$ cat src/rtl/core/assert_macros.svh
// assertion macros shared by the rtl files
`ifndef ASSERT_MACROS_SVH
`define ASSERT_MACROS_SVH

// implication checked at every rising edge outside reset
`define ASSERT_CLK(label, prop, msg) \
    label: assert property (@(posedge clk) disable iff (!rst_n) (prop)) else $error(msg);

// condition that must never be seen outside reset
`define ASSERT_NEVER(label, cond, msg) \
    label: assert property (@(posedge clk) disable iff (!rst_n) !(cond)) else $error(msg);

`endif

$ cat src/rtl/core/cfir_pkg.sv
// shared types and constants of the complex fir filter
`default_nettype none

package cfir_pkg;

    localparam int SAMPLE_W    = 16;
    localparam int TAP_W       = 32;
    localparam int PROD_W      = 32;
    localparam int TERM_W      = 33;
    localparam int ACC_W       = 35;
    localparam int COEFF_PAIRS = 4;
    localparam int COEFF_TAPS  = 8;
    localparam int TAP_IDX_W   = 3;
    localparam int TAP_COUNT_W = 4;
    localparam int CFG_IDX_W   = 3;
    localparam int CFG_DATA_W  = 64;

    // configuration register indexes
    typedef enum logic [CFG_IDX_W-1:0] {
        REG_TAP_COUNT    = 3'd0,
        REG_COEFF_PAIR_0 = 3'd1,
        REG_COEFF_PAIR_1 = 3'd2,
        REG_COEFF_PAIR_2 = 3'd3,
        REG_COEFF_PAIR_3 = 3'd4
    } cfg_reg_e;

    // one complex value, real in the low half
    typedef struct packed {
        logic signed [SAMPLE_W-1:0] im;
        logic signed [SAMPLE_W-1:0] re;
    } cplx_t;

    typedef cplx_t [COEFF_TAPS-1:0] coeff_bank_t;

    // control that travels with one tap through the mac
    typedef struct packed {
        logic first;
        logic last;
        logic keep;
    } mac_tag_t;

endpackage

`default_nettype wire

$ cat src/rtl/core/cfir_if.sv
// channel interfaces: samples in, results out, configuration writes
`default_nettype none

interface cfir_sample_if import cfir_pkg::*; ();
    logic                       valid;
    logic                       ready;
    logic signed [SAMPLE_W-1:0] sample_re;
    logic signed [SAMPLE_W-1:0] sample_im;
    logic                       last_sample;

    modport source (output valid, sample_re, sample_im, last_sample, input ready);
    modport sink   (input valid, sample_re, sample_im, last_sample, output ready);
endinterface

interface cfir_result_if import cfir_pkg::*; ();
    logic                    valid;
    logic                    ready;
    logic signed [ACC_W-1:0] out_re;
    logic signed [ACC_W-1:0] out_im;
    logic                    last_out;

    modport source (output valid, out_re, out_im, last_out, input ready);
    modport sink   (input valid, out_re, out_im, last_out, output ready);
endinterface

interface cfir_cfg_if import cfir_pkg::*; ();
    logic                  valid;
    logic                  ready;
    logic [CFG_IDX_W-1:0]  reg_index;
    logic [CFG_DATA_W-1:0] wdata;

    modport source (output valid, reg_index, wdata, input ready);
    modport sink   (input valid, reg_index, wdata, output ready);
endinterface

`default_nettype wire

$ cat src/rtl/core/cfir_win_mem.sv
// sample window memory, one write and one registered read port
`default_nettype none

module cfir_win_mem
    import cfir_pkg::*;
#(
    parameter int ADDR_W = 3
)
(
    input  wire logic              clk,
    input  wire logic              we,
    input  wire logic [ADDR_W-1:0] waddr,
    input  wire cplx_t             wdata,
    input  wire logic              re,
    input  wire logic [ADDR_W-1:0] raddr,
    output cplx_t                  rdata
);

    localparam int DEPTH = 1 << ADDR_W;

    cplx_t mem [DEPTH];
    cplx_t rdata_reg;

    // write port
    always_ff @(posedge clk)
    begin
        if (we)
        begin
            mem[waddr] <= wdata;
        end
    end

    // read port, registered
    always_ff @(posedge clk)
    begin
        if (re)
        begin
            rdata_reg <= mem[raddr];
        end
    end

    assign rdata = rdata_reg;

endmodule

`default_nettype wire

$ cat src/rtl/core/cfir_cmac.sv
// shared complex multiply-accumulate, products then accumulator
`default_nettype none

module cfir_cmac
    import cfir_pkg::*;
(
    input  wire logic              clk,
    input  wire logic              rst_n,
    input  wire logic              vld,
    input  wire mac_tag_t          tag,
    input  wire cplx_t             coeff,
    input  wire cplx_t             sample,
    output logic                   done,
    output logic signed [ACC_W-1:0] acc_re,
    output logic signed [ACC_W-1:0] acc_im
);

    `include "assert_macros.svh"

    logic                     prod_vld_reg;
    mac_tag_t                 prod_tag_reg;
    logic signed [PROD_W-1:0] p_rr_reg;
    logic signed [PROD_W-1:0] p_ii_reg;
    logic signed [PROD_W-1:0] p_ri_reg;
    logic signed [PROD_W-1:0] p_ir_reg;

    logic                    done_reg;
    logic signed [ACC_W-1:0] acc_re_reg;
    logic signed [ACC_W-1:0] acc_im_reg;

    cplx_t                   x;
    logic signed [TERM_W-1:0] term_re;
    logic signed [TERM_W-1:0] term_im;
    logic signed [ACC_W-1:0]  base_re;
    logic signed [ACC_W-1:0]  base_im;

    // window entries outside the live samples read as zero
    assign x = tag.keep ? sample : '0;

    // control of both stages
    always_ff @(posedge clk or negedge rst_n)
    begin
        if (!rst_n)
        begin
            prod_vld_reg <= 1'b0;
            done_reg     <= 1'b0;
        end
        else
        begin
            prod_vld_reg <= vld;
            done_reg     <= prod_vld_reg && prod_tag_reg.last;
        end
    end

    // four partial products
    always_ff @(posedge clk)
    begin
        if (vld)
        begin
            prod_tag_reg <= tag;
            p_rr_reg     <= coeff.re * x.re;
            p_ii_reg     <= coeff.im * x.im;
            p_ri_reg     <= coeff.re * x.im;
            p_ir_reg     <= coeff.im * x.re;
        end
    end

    // combine and accumulate, wrapping at the output width
    always_comb
    begin
        term_re = {p_rr_reg[PROD_W-1], p_rr_reg} - {p_ii_reg[PROD_W-1], p_ii_reg};
        term_im = {p_ri_reg[PROD_W-1], p_ri_reg} + {p_ir_reg[PROD_W-1], p_ir_reg};
        base_re = prod_tag_reg.first ? '0 : acc_re_reg;
        base_im = prod_tag_reg.first ? '0 : acc_im_reg;
    end

    always_ff @(posedge clk)
    begin
        if (prod_vld_reg)
        begin
            acc_re_reg <= base_re + {{(ACC_W-TERM_W){term_re[TERM_W-1]}}, term_re};
            acc_im_reg <= base_im + {{(ACC_W-TERM_W){term_im[TERM_W-1]}}, term_im};
        end
    end

    assign done   = done_reg;
    assign acc_re = acc_re_reg;
    assign acc_im = acc_im_reg;

    // the final tap of a sum is always followed by a finished sum
    `ASSERT_CLK(a_last_tap_done, prod_vld_reg && prod_tag_reg.last |=> done_reg,
        "last tap did not finish a sum")

endmodule

`default_nettype wire

$ cat src/rtl/core/cfir_ctrl.sv
// sequencer: window writes, tap reads, flush and output register
`default_nettype none

module cfir_ctrl
    import cfir_pkg::*;
#(
    parameter int TAPS = 8
)
(
    input  wire logic          clk,
    input  wire logic          rst_n,
    cfir_sample_if.sink        samples,
    cfir_result_if.source      results,
    input  wire logic [((TAPS + 1) > 2 ? $clog2(TAPS + 1) : 1)-1:0] m_taps,
    input  wire coeff_bank_t   coeffs,
    output logic               mem_we,
    output logic [((TAPS > 1) ? $clog2(TAPS) : 1)-1:0] mem_waddr,
    output cplx_t              mem_wdata,
    output logic               mem_re,
    output logic [((TAPS > 1) ? $clog2(TAPS) : 1)-1:0] mem_raddr,
    output logic               mac_vld,
    output mac_tag_t           mac_tag,
    output cplx_t              mac_coeff,
    input  wire logic          mac_done,
    input  wire logic signed [ACC_W-1:0] mac_acc_re,
    input  wire logic signed [ACC_W-1:0] mac_acc_im
);

    `include "assert_macros.svh"

    localparam int PTR_W = (TAPS > 1) ? $clog2(TAPS) : 1;
    localparam int CNT_W = ((TAPS + 1) > 2) ? $clog2(TAPS + 1) : 1;

    typedef enum logic [1:0] {
        ST_IDLE,
        ST_RUN,
        ST_DRAIN,
        ST_HOLD
    } state_t;

    state_t             state_reg,    state_next;
    logic [PTR_W-1:0]   wp_reg,       wp_next;
    logic [CNT_W-1:0]   fill_reg,     fill_next;
    logic [PTR_W-1:0]   skip_reg,     skip_next;
    logic [CNT_W-1:0]   left_reg,     left_next;
    logic               flush_reg,    flush_next;
    logic [PTR_W-1:0]   j_reg,        j_next;
    logic               iss_vld_reg,  iss_vld_next;
    mac_tag_t           iss_tag_reg,  iss_tag_next;
    cplx_t              iss_coeff_reg, iss_coeff_next;
    logic               out_vld_reg,  out_vld_next;
    logic signed [ACC_W-1:0] out_re_reg, out_re_next;
    logic signed [ACC_W-1:0] out_im_reg, out_im_next;
    logic               out_last_reg, out_last_next;

    logic             accept;
    logic [CNT_W-1:0] fill_inc;
    logic [CNT_W-1:0] cnt;
    logic [PTR_W-1:0] diff;
    logic             emit_now;
    logic             slot_free;

    assign accept    = samples.valid && samples.ready;
    assign slot_free = !out_vld_reg || results.ready;
    assign emit_now  = (state_reg == ST_HOLD) || ((state_reg == ST_DRAIN) && mac_done);

    // next state and datapath control
    always_comb
    begin
        state_next     = state_reg;
        wp_next        = wp_reg;
        fill_next      = fill_reg;
        skip_next      = skip_reg;
        left_next      = left_reg;
        flush_next     = flush_reg;
        j_next         = j_reg;
        iss_vld_next   = 1'b0;
        iss_tag_next   = iss_tag_reg;
        iss_coeff_next = iss_coeff_reg;
        out_vld_next   = out_vld_reg && !results.ready;
        out_re_next    = out_re_reg;
        out_im_next    = out_im_reg;
        out_last_next  = out_last_reg;
        mem_re         = 1'b0;
        mem_raddr      = wp_reg - PTR_W'(1) - j_reg + skip_reg;
        diff           = j_reg - skip_reg;

        fill_inc = (fill_reg == CNT_W'(TAPS)) ? fill_reg : fill_reg + CNT_W'(1);
        cnt      = (fill_inc < m_taps) ? fill_inc : m_taps;

        case (state_reg)
            ST_IDLE:
            begin
                // take one item into the window
                if (accept)
                begin
                    wp_next   = wp_reg + PTR_W'(1);
                    fill_next = fill_inc;
                    j_next    = '0;
                    if (samples.last_sample)
                    begin
                        // pad up to m taps, then one output per live sample
                        state_next = ST_RUN;
                        skip_next  = PTR_W'(m_taps - cnt);
                        left_next  = cnt;
                        flush_next = 1'b1;
                    end
                    else if (fill_inc >= m_taps)
                    begin
                        state_next = ST_RUN;
                        skip_next  = '0;
                        left_next  = CNT_W'(1);
                        flush_next = 1'b0;
                    end
                end
            end
            ST_RUN:
            begin
                // one window read and one coefficient per cycle
                mem_re                = 1'b1;
                iss_vld_next          = 1'b1;
                iss_tag_next.first    = (j_reg == '0);
                iss_tag_next.last     = (CNT_W'(j_reg) == m_taps - CNT_W'(1));
                iss_tag_next.keep     = (j_reg >= skip_reg) && (CNT_W'(diff) < fill_reg);
                iss_coeff_next        = coeffs[TAP_IDX_W'(j_reg)];
                j_next                = j_reg + PTR_W'(1);
                if (iss_tag_next.last)
                begin
                    state_next = ST_DRAIN;
                end
            end
            ST_DRAIN, ST_HOLD:
            begin
                if (emit_now)
                begin
                    if (slot_free)
                    begin
                        // hand the sum to the output register
                        out_vld_next  = 1'b1;
                        out_re_next   = mac_acc_re;
                        out_im_next   = mac_acc_im;
                        out_last_next = flush_reg && (left_reg == CNT_W'(1));
                        left_next     = left_reg - CNT_W'(1);
                        skip_next     = skip_reg + PTR_W'(1);
                        j_next        = '0;
                        if (left_reg == CNT_W'(1))
                        begin
                            state_next = ST_IDLE;
                            if (flush_reg)
                            begin
                                fill_next = '0;
                            end
                        end
                        else
                        begin
                            state_next = ST_RUN;
                        end
                    end
                    else
                    begin
                        state_next = ST_HOLD;
                    end
                end
            end
            default:
            begin
                state_next = ST_IDLE;
            end
        endcase
    end

    // state and registered outputs
    always_ff @(posedge clk or negedge rst_n)
    begin
        if (!rst_n)
        begin
            state_reg    <= ST_IDLE;
            wp_reg       <= '0;
            fill_reg     <= '0;
            skip_reg     <= '0;
            left_reg     <= '0;
            flush_reg    <= 1'b0;
            j_reg        <= '0;
            iss_vld_reg  <= 1'b0;
            out_vld_reg  <= 1'b0;
        end
        else
        begin
            state_reg    <= state_next;
            wp_reg       <= wp_next;
            fill_reg     <= fill_next;
            skip_reg     <= skip_next;
            left_reg     <= left_next;
            flush_reg    <= flush_next;
            j_reg        <= j_next;
            iss_vld_reg  <= iss_vld_next;
            out_vld_reg  <= out_vld_next;
        end
    end

    // payload registers
    always_ff @(posedge clk)
    begin
        iss_tag_reg   <= iss_tag_next;
        iss_coeff_reg <= iss_coeff_next;
        out_re_reg    <= out_re_next;
        out_im_reg    <= out_im_next;
        out_last_reg  <= out_last_next;
    end

    // window write port
    assign mem_we    = accept;
    assign mem_waddr = wp_reg;
    assign mem_wdata = {samples.sample_im, samples.sample_re};

    // mac feed, aligned with the registered window read
    assign mac_vld   = iss_vld_reg;
    assign mac_tag   = iss_tag_reg;
    assign mac_coeff = iss_coeff_reg;

    // channel handshakes
    assign samples.ready    = (state_reg == ST_IDLE);
    assign results.valid    = out_vld_reg;
    assign results.out_re   = out_re_reg;
    assign results.out_im   = out_im_reg;
    assign results.last_out = out_last_reg;

    `ASSERT_CLK(a_done_in_drain, mac_done |-> state_reg == ST_DRAIN,
        "finished sum arrived outside drain")
    `ASSERT_CLK(a_busy_has_work, state_reg != ST_IDLE |-> left_reg != '0,
        "busy with no output pending")
    `ASSERT_CLK(a_skip_in_range, state_reg == ST_RUN |-> CNT_W'(skip_reg) < m_taps,
        "zero padding reaches the tap count")

endmodule

`default_nettype wire

$ cat src/rtl/core/complex_fir_filter.sv
// complex fir filter top level: configuration registers and block wiring
//
//  channel   role   handshake        payload
//  samples   sink   valid / ready    sample_re, sample_im, last_sample
//  results   source valid / ready    out_re, out_im, last_out
//  cfg       sink   valid / ready    reg_index, wdata
//
// an item that releases an output starts m window reads through the single
// memory read port into one shared complex mac; the sum then passes the read,
// product and accumulate registers, and no item is taken meanwhile. an item
// that releases nothing is only stored; a last item releases its n outputs.
// reset is asynchronous, active low; the window needs no clearing pass since
// entries past the fill count read as zero. a stalled result waits in the
// output register while the next item's sum is formed.
`default_nettype none

module complex_fir_filter
    import cfir_pkg::*;
#(
    parameter int TAPS = 8
)
(
    input  wire logic     clk,
    input  wire logic     rst_n,
    cfir_sample_if.sink   samples,
    cfir_result_if.source results,
    cfir_cfg_if.sink      cfg
);

    localparam int PTR_W = (TAPS > 1) ? $clog2(TAPS) : 1;
    localparam int CNT_W = ((TAPS + 1) > 2) ? $clog2(TAPS + 1) : 1;

    logic [TAP_COUNT_W-1:0] tap_count_reg;
    logic [CFG_DATA_W-1:0]  coeff_pair_reg [COEFF_PAIRS];

    logic [TAP_COUNT_W-1:0] m_clamp;
    logic [CNT_W-1:0]       m_taps;
    coeff_bank_t            coeffs;

    logic             mem_we;
    logic [PTR_W-1:0] mem_waddr;
    cplx_t            mem_wdata;
    logic             mem_re;
    logic [PTR_W-1:0] mem_raddr;
    cplx_t            mem_rdata;

    logic                    mac_vld;
    mac_tag_t                mac_tag;
    cplx_t                   mac_coeff;
    logic                    mac_done;
    logic signed [ACC_W-1:0] mac_acc_re;
    logic signed [ACC_W-1:0] mac_acc_im;

    // configuration writes
    assign cfg.ready = 1'b1;

    always_ff @(posedge clk or negedge rst_n)
    begin
        if (!rst_n)
        begin
            tap_count_reg <= TAP_COUNT_W'(1);
            for (int p = 0; p < COEFF_PAIRS; p++)
            begin
                coeff_pair_reg[p] <= '0;
            end
        end
        else if (cfg.valid && cfg.ready)
        begin
            case (cfg_reg_e'(cfg.reg_index))
                REG_TAP_COUNT:    tap_count_reg     <= cfg.wdata[TAP_COUNT_W-1:0];
                REG_COEFF_PAIR_0: coeff_pair_reg[0] <= cfg.wdata;
                REG_COEFF_PAIR_1: coeff_pair_reg[1] <= cfg.wdata;
                REG_COEFF_PAIR_2: coeff_pair_reg[2] <= cfg.wdata;
                REG_COEFF_PAIR_3: coeff_pair_reg[3] <= cfg.wdata;
                default:          ;
            endcase
        end
    end

    // active tap count, zero acts as one and large values clamp
    always_comb
    begin
        if (tap_count_reg == '0)
        begin
            m_clamp = TAP_COUNT_W'(1);
        end
        else if (tap_count_reg > TAP_COUNT_W'(TAPS))
        begin
            m_clamp = TAP_COUNT_W'(TAPS);
        end
        else
        begin
            m_clamp = tap_count_reg;
        end
    end

    assign m_taps = CNT_W'(m_clamp);

    // unpack coefficient pairs into taps
    always_comb
    begin
        for (int p = 0; p < COEFF_PAIRS; p++)
        begin
            coeffs[2*p]     = coeff_pair_reg[p][TAP_W-1:0];
            coeffs[2*p + 1] = coeff_pair_reg[p][2*TAP_W-1:TAP_W];
        end
    end

    cfir_ctrl #(
        .TAPS (TAPS)
    ) u_ctrl (
        .clk        (clk),
        .rst_n      (rst_n),
        .samples    (samples),
        .results    (results),
        .m_taps     (m_taps),
        .coeffs     (coeffs),
        .mem_we     (mem_we),
        .mem_waddr  (mem_waddr),
        .mem_wdata  (mem_wdata),
        .mem_re     (mem_re),
        .mem_raddr  (mem_raddr),
        .mac_vld    (mac_vld),
        .mac_tag    (mac_tag),
        .mac_coeff  (mac_coeff),
        .mac_done   (mac_done),
        .mac_acc_re (mac_acc_re),
        .mac_acc_im (mac_acc_im)
    );

    cfir_win_mem #(
        .ADDR_W (PTR_W)
    ) u_win_mem (
        .clk   (clk),
        .we    (mem_we),
        .waddr (mem_waddr),
        .wdata (mem_wdata),
        .re    (mem_re),
        .raddr (mem_raddr),
        .rdata (mem_rdata)
    );

    cfir_cmac u_cmac (
        .clk    (clk),
        .rst_n  (rst_n),
        .vld    (mac_vld),
        .tag    (mac_tag),
        .coeff  (mac_coeff),
        .sample (mem_rdata),
        .done   (mac_done),
        .acc_re (mac_acc_re),
        .acc_im (mac_acc_im)
    );

endmodule

`default_nettype wire

$ cat src/flat_wrapper.sv
// flat-port wrapper written by rule: the top's interface ports become plain ports
module complex_fir_filter_flat import cfir_pkg::*;
#(
    parameter int TAPS = 8
)
  (clk, rst_n, samples_valid, samples_sample_re, samples_sample_im, samples_last_sample, samples_ready, results_valid, results_out_re, results_out_im, results_last_out, results_ready, cfg_valid, cfg_reg_index, cfg_wdata, cfg_ready);
  cfir_sample_if samples_i ();
  cfir_result_if results_i ();
  cfir_cfg_if cfg_i ();
  input  wire logic clk;
  input  wire logic rst_n;
  input wire logic [$bits(samples_i.valid)-1:0] samples_valid;
  input wire logic [$bits(samples_i.sample_re)-1:0] samples_sample_re;
  input wire logic [$bits(samples_i.sample_im)-1:0] samples_sample_im;
  input wire logic [$bits(samples_i.last_sample)-1:0] samples_last_sample;
  output wire logic [$bits(samples_i.ready)-1:0] samples_ready;
  output wire logic [$bits(results_i.valid)-1:0] results_valid;
  output wire logic [$bits(results_i.out_re)-1:0] results_out_re;
  output wire logic [$bits(results_i.out_im)-1:0] results_out_im;
  output wire logic [$bits(results_i.last_out)-1:0] results_last_out;
  input wire logic [$bits(results_i.ready)-1:0] results_ready;
  input wire logic [$bits(cfg_i.valid)-1:0] cfg_valid;
  input wire logic [$bits(cfg_i.reg_index)-1:0] cfg_reg_index;
  input wire logic [$bits(cfg_i.wdata)-1:0] cfg_wdata;
  output wire logic [$bits(cfg_i.ready)-1:0] cfg_ready;
  assign samples_i.valid = samples_valid;
  assign samples_i.sample_re = samples_sample_re;
  assign samples_i.sample_im = samples_sample_im;
  assign samples_i.last_sample = samples_last_sample;
  assign samples_ready = samples_i.ready;
  assign results_valid = results_i.valid;
  assign results_out_re = results_i.out_re;
  assign results_out_im = results_i.out_im;
  assign results_last_out = results_i.last_out;
  assign results_i.ready = results_ready;
  assign cfg_i.valid = cfg_valid;
  assign cfg_i.reg_index = cfg_reg_index;
  assign cfg_i.wdata = cfg_wdata;
  assign cfg_ready = cfg_i.ready;
  complex_fir_filter #(.TAPS(TAPS)) u_core (.clk(clk), .rst_n(rst_n), .samples(samples_i), .results(results_i), .cfg(cfg_i));
endmodule
$ cat config.mk
export PLATFORM = sky130hd
export DESIGN_NAME = complex_fir_filter_flat
export DESIGN_NICKNAME = d
export VERILOG_FILES = /design/src/rtl/core/cfir_pkg.sv /design/src/rtl/core/cfir_if.sv /design/src/rtl/core/cfir_win_mem.sv /design/src/rtl/core/cfir_cmac.sv /design/src/rtl/core/cfir_ctrl.sv /design/src/rtl/core/complex_fir_filter.sv /design/src/flat_wrapper.sv
export VERILOG_INCLUDE_DIRS = /design/src /design/src/rtl/core
export SDC_FILE = /design/constraint.sdc
export NUM_CORES = 2
export LEC_CHECK = 0
export BUFFER_PORTS_ARGS = -buffer_cell sky130_fd_sc_hd__buf_2
export CAP_MARGIN = 20
export CORE_MARGIN = 3
export CORE_UTILIZATION = 35
export DETAILED_ROUTE_END_ITERATION = 16
export MAX_ROUTING_LAYER = met4
export PLACE_DENSITY = 0.57
export SYNTH_ARGS = -nofsm -noshare
export SYNTH_HDL_FRONTEND = slang
export SYNTH_SLANG_ARGS = --single-unit
$ cat constraint.sdc
create_clock -name clk -period 18.2 [get_ports clk]
set_input_delay 0.91 -clock clk [delete_from_list [all_inputs] [get_ports clk]]
set_output_delay 0.91 -clock clk [all_outputs]
set_load 0.03 [all_outputs]
Word-level counts from Yosys, hierarchy flattened
Memories as Yosys holds them, arrays and structs flattened. A register that Yosys moved wholly into a read port is not among the register bits.
Cells that the tools add are included.

storage, ports and cells
  output and inout port bits = 74
  bits in registers = 590
  RAM bits = 256
  memories = 1

memory list
  memory                words  width  rd ports  clocked after memory_dff  wr ports  line                source
  u_core.u_win_mem.mem  8      32     1         1                         1         cfir_win_mem.sv:21  cplx_t mem [DEPTH];

cells by class
  reduce and logical (&&, ||, !) cells = 29
  equal/unequal tests = 17
  $add $sub $neg = 15
  mux-type cells = 47
  $lt $le $gt $ge = 6
  multiply operators = 4

operator list
  operator                                             count
  multiplier 16 x 16 -> 32 bit                         4
  binary-select mux 32 bit (select 3 bit)              1
  adder 35 bit                                         2
  two-way mux 35 bit                                   2
  two-way mux 32 bit                                   2
  two-way mux 4 bit                                    14
  adder 32 x 32 -> 33 bit                              1
  subtractor 32 x 32 -> 33 bit                         1
  two-way mux 3 bit                                    8
  case mux 4 bit (2 select lines)                      2
  two-way mux 2 bit                                    6
  AND reduction 2 bit                                  6
  inequality test 2 bit, second input constant         5
  adder 3 x 1 -> 3 bit, second input constant          3
  two-way mux 1 bit                                    9
  case mux 3 bit (3 select lines)                      1
  AND reduction 3 bit                                  3
  subtractor 3 bit                                     3
  subtractor 4 x 1 -> 4 bit, second input constant     2
  equality test 3 x 2 -> 1 bit, second input constant  2
  logical AND 1 bit                                    6
  logical NOT 3 bit                                    2
  case mux 2 bit (3 select lines)                      1
  case mux 3 bit (2 select lines)                      1
  27 further kinds                                     31

Longest topological paths before layout
  depth after elaboration = 9
  depth in mapped cells = 27

Cells and area by module
From an unflattened synthesis, not the netlist that was laid out.

unflattened totals
  cell total of the unflattened synthesis = 7028
  area, all modules = 80290.8 µm²

modules (own cells, without submodules)
  module              cells each  instances  seq. area each (µm²)  area an instance (µm²)
  cfir_cmac           5618        1          6055.8                52524.1
  cfir_win_mem        415         1          8648.3                10786.6
  complex_fir_filter  560         1          6507.5                9798.1
  cfir_ctrl           435         1          3733.6                7181.9

Worst setup path before layout
OpenSTA, ideal clock, no wires.

  kind = reg-to-reg
  from = reg u_core.u_ctrl.iss_tag_reg, in the netlist u_core.u_ctrl.mac_tag[0]
  to = reg u_core.u_cmac.p_ir_reg[30], data pin
  library setup time = 258 ps
  data required time = 17942 ps
  arrival time = 6528 ps
  cell stages (with the launch flop) = 26
  slack = 11415 ps
  cell sequence = edfxtp_1 clkbuf_1 and2_1 clkbuf_1 clkbuf_1 nand2_1 fa_1 inv_1 fa_1 fa_1 fa_1 fa_1 inv_1 fa_1 inv_1 ha_1 a21o_1 a21o_1 a21o_1 a221o_1 a31oi_1 nand2b_1 a2111oi_2 o21bai_1 a21oi_1 xnor2_1

on the way
  cells in the longest elaborated chain, start to end = 2

RTL lines
  what                          line              source
  start: declaration            cfir_ctrl.sv:49   mac_tag_t iss_tag_reg, iss_tag_next;
  start signal: assignment      cfir_ctrl.sv:204  iss_tag_reg <= iss_tag_next;
  two-way mux 32 bit            cfir_cmac.sv:38   assign x = tag.keep ? sample : '0;
  multiplier 16 x 16 -> 32 bit  cfir_cmac.sv:64   p_ir_reg <= coeff.im * x.re;
  end signal: assignment        cfir_cmac.sv:64
  end: declaration              cfir_cmac.sv:25   logic signed [PROD_W-1:0] p_ir_reg;

No other way between the ends.
A chain may end at the register's enable or synchronous reset.

Worst setup path after layout
Ends and elaborated chain as after synthesis.

==> flow_metrics.py <==
metrics = {
    "yosys": {
        "post-synth-top-count-cell": "inv_1",
        "syn-cell-area_mm2": 0.07906,
        "postSynthCellCount": 6932,
        "synthDominantCellAreaShare": 0.2674,
        "synth-seq-cells": 878,
        "synth_area_leaders": "fa_1, edfxtp_1, dfrtp_1, ha_1, inv_1",
        "synth_common_cells": "inv_1, fa_1, edfxtp_1",
        "synth.distinct_cells": 87,
        "synth-seq-area-share": 0.3155,
        "synthFlopType": "edfxtp_1",
        "yosys.area.top_type": "fa_1",
        "async_flop_share": 0.3235,
        "syn_nets": 8573,
        "syn_area_per_cell_um2": 11.41,
        "synth_edf_count": 594,
        "ys_warn_count": 0,
    },
    "global_routing": {
        "grt_overflow": 0,
        "grt_pass1_wl_um": 322300,
        "grt_use_total": 0.1845,
        "grt_pass1_vias": 55430,
        "grt_max_degree": 243,
        "antenna_found_initial": 40,
    },
    "clocking": {
        "cts.clk_slew.worst_paths_ps": 60,
        "cts_resized": 0,
        "cts_setup_buffers": 0,
        "worstSkewPairLatency_ps": 760,
        "clk_root_buffer_cell": "clkbuf_16",
        "holdBufCountCts": 0,
        "htreeDepth": 3,
        "clock-sinks": 878,
        "cts_tree": "done",
        "cts_buffer_depth": 3,
        "numCtsBuffers": 101,
    },
    "drt": {
        "wirelength_um": 203300,
        "drc": 0,
        "routedWlPerCell_um": 20.19,
        "dr.pass1.iters": 6,
        "antenna_left": 0,
        "drt-initial-drc-count": 3360,
        "via_count": 51110,
        "drt-vias-per-instance": 5.075,
    },
    "critical_path": {
        "cp.arrival_ps": 9360,
        "r2r_end": "u_core.u_cmac.p_ir_reg[30]",
        "cp_top_family": "adder cells",
        "cp_cell_sequence": "buf_12 > buf_4 > and2_1 > nand2_1 > inv_1 > fa_1 > fa_1 > fa_1 > fa_1 > fa_1 > inv_1 > fa_1 > inv_1 > ha_1 > and3_1 > a221o_1 > a31oi_1 > nand2b_1 > a2111oi_2 > o21bai_1 > a21oi_1 > xnor2_1",
        "timing.reg2reg.setup_slack_ps": 9310,
        "cpPeakStageDelay_ps": 910,
        "path_class": "flip-flop to flip-flop",
        "cp-endpoint": "u_core.u_cmac.p_ir_reg[30]",
        "cp_data_required_time_ps": 18680,
        "r2r_start": "u_core.u_ctrl.mac_tag[0]",
        "path_depth": 22,
        "path_buf_inv": 5,
        "startpoint": "u_core.u_ctrl.mac_tag[0]",
        "worst_setup_path_end_kind": "flip-flop",
        "slowest_stage": "fa_1",
        "start_kind": "flip-flop",
        "worst_r2r_path_depth": 22,
        "crit_path_max_fanout": 242,
        "cp_common_cell": "fa_1",
    },
    "placement": {
        "hpwl_um": 146200,
        "postPlaceCellArea_mm2": 0.08340,
        "place_congestion": 0.8745,
        "portBuffers": 177,
    },
    "pwr": {
        "swShare": 0.2196,
        "p_int_uw": 3648,
        "ir_drop_mv": 0.08472,
        "leakage_uw": 0.04001,
        "power.total_uw": 4674,
        "combPwrFrac": 0.060,
        "p_switching_uw": 1026,
        "power_frac_seq": 0.496,
        "pwr-share-clk": 0.444,
        "power_density_mw_per_mm2": 53.76,
    },
    "sta": {
        "finalHoldViolCount": 0,
        "fin_crit_ps": 8887,
        "maxSlewHeadroom": 0.2376,
        "max_slew.worst_pin.slew_ps": 1144,
        "report.final.slew_viol_count": 0,
        "grt_setup_unrepaired": "false",
        "tns_ps": 0,
        "fmax_ghz": 0.1125,
        "finalCritPeriodShare": 0.4883,
        "fin_skew_ps": 76.42,
        "setup_violations": 0,
    },
    "layout": {
        "n_fill_cell": 21580,
        "layout.nets": 8623,
        "syn_to_final_growth_pct": 9.975,
        "drive_gt1_frac": 0.1353,
        "fin_area_mm2": 0.08695,
    },
    "floorplanning": {
        "die_h_um": 481.3,
        "io_pins": 179,
        "initial_utilization": 0.3539,
        "coreArea_mm2": 0.2234,
        "dieArea_mm2": 0.2316,
        "row_count": 173,
        "fp.dieW_um": 481.3,
    },
    "hold_path": {
        "hp-class": "input pin to asynchronous set/reset pin",
    },
    "flow_run": {
        "maxCapViolCount": 0,
    },
    "outcome": {
        "outcome": "completed",
    },
}
-- logic make-up after synthesis --
logic type / Yosys count / synth area share
compound gates: 633 / 0.05229
xor+xnor: 271 / 0.03002
fa+ha+maj: 1536 / 0.3433
buf+inv: 1552 / 0.07382
flops: 878 / 0.3155
mux: 456 / 0.08313
other cells: 1 / 0.00004743
simple gates: 1605 / 0.1018
-- cells in the final DEF, fill, tap and decap left out, types with 22 or more instances in the layout --
| cell type | n |
|---|---|
| inv_1 | 1221 |
| fa_1 | 1055 |
| edfxtp_1 | 594 |
| nand2_1 | 561 |
| and3_1 | 523 |
| ha_1 | 480 |
| mux2_2 | 325 |
| dfrtp_1 | 278 |
| xnor2_1 | 213 |
| a21oi_1 | 205 |
| nor2_1 | 197 |
| buf_2 | 176 |
| mux4_2 | 128 |
| o21ai_0 | 110 |
| clkbuf_16 | 103 |
| nor2b_1 | 100 |
| a21o_1 | 92 |
| buf_4 | 88 |
| xor2_1 | 57 |
| nand3_1 | 49 |
| o21a_1 | 38 |
| diode_2 | 36 |
| and2_1 | 35 |
| o21bai_1 | 34 |
| a211oi_1 | 33 |
| nand2b_1 | 29 |
| nor3_1 | 28 |
| or2_2 | 22 |
-- worst min-delay path by stage --
stage / from / end / cells after the start
detailed placement: u_core.u_ctrl.mac_tag[1] / u_core.u_cmac.prod_tag_reg[1] / 0
floorplan: u_core.u_ctrl.mac_tag[1] / u_core.u_cmac.prod_tag_reg[1] / 0
global route: rst_n / u_core.coeff_pair_reg[125] / 1
CTS: rst_n / u_core.coeff_pair_reg[93] / 1
finish: rst_n / u_core.coeff_pair_reg[253] / 1
global placement: u_core.u_ctrl.mac_tag[1] / u_core.u_cmac.prod_tag_reg[1] / 0
-- worst reg2reg max path: stages (launching register included) --
cell	delay (ps)
edfxtp_1	370
buf_12	550
buf_4	890
and2_1	890
nand2_1	220
inv_1	170
fa_1	560
fa_1	920
fa_1	530
fa_1	510
fa_1	500
inv_1	50
fa_1	470
inv_1	40
ha_1	320
and3_1	220
a221o_1	350
a31oi_1	160
nand2b_1	170
a2111oi_2	340
o21bai_1	120
a21oi_1	180
xnor2_1	80
-- layout make-up --
class                      count  area [um2]  share of cell area
multi-input combinational   4502       48390              0.5565
sequential                   878       24960              0.2871
inverter                    1224        4598             0.05288
tap                         2975        3722             0.04281
clock buffer                 128        2741             0.03153
timing repair buffer         275        1779             0.02046
clock inverter                52       673.1            0.007742
antenna                       36       90.09            0.001036
-- power groups by stage --
stage / Sequential, uW / Clock (uW) / Combinational (uW)
CTS: 2320 / 2150 / 285
finish: 2320 / 2080 / 280
global route: 2330 / 2230 / 307
floorplan: 2330 / 0 / 206
global placement: 2350 / 0 / 273
detailed placement: 2360 / 0 / 284
-- metrics by stage --
step | utilization | instances | worst slack (ps) | hold slack [ps]
final | 0.3892 | 10070 | 9313 | 210.4
after detailed placement | 0.3734 | 9852 | 9487 | 406.5
after global placement | 0.3727 | 9846 | 9669 | 406.8
after CTS | 0.3886 | 10030 | 9440 | 224.4
after floorplan | - | 6932 | 11410 | 400.3
after global routing | 0.3892 | 10070 | 8730 | 277.6
-- routing by layer --
metal  global-route usage  wire [um]
met4              0.05824       6220
met2               0.2940      96280
met3              0.03479      12930
met5                    -          0
met1               0.2384      87880
Note: power is estimated with default switching activity, not from simulation.
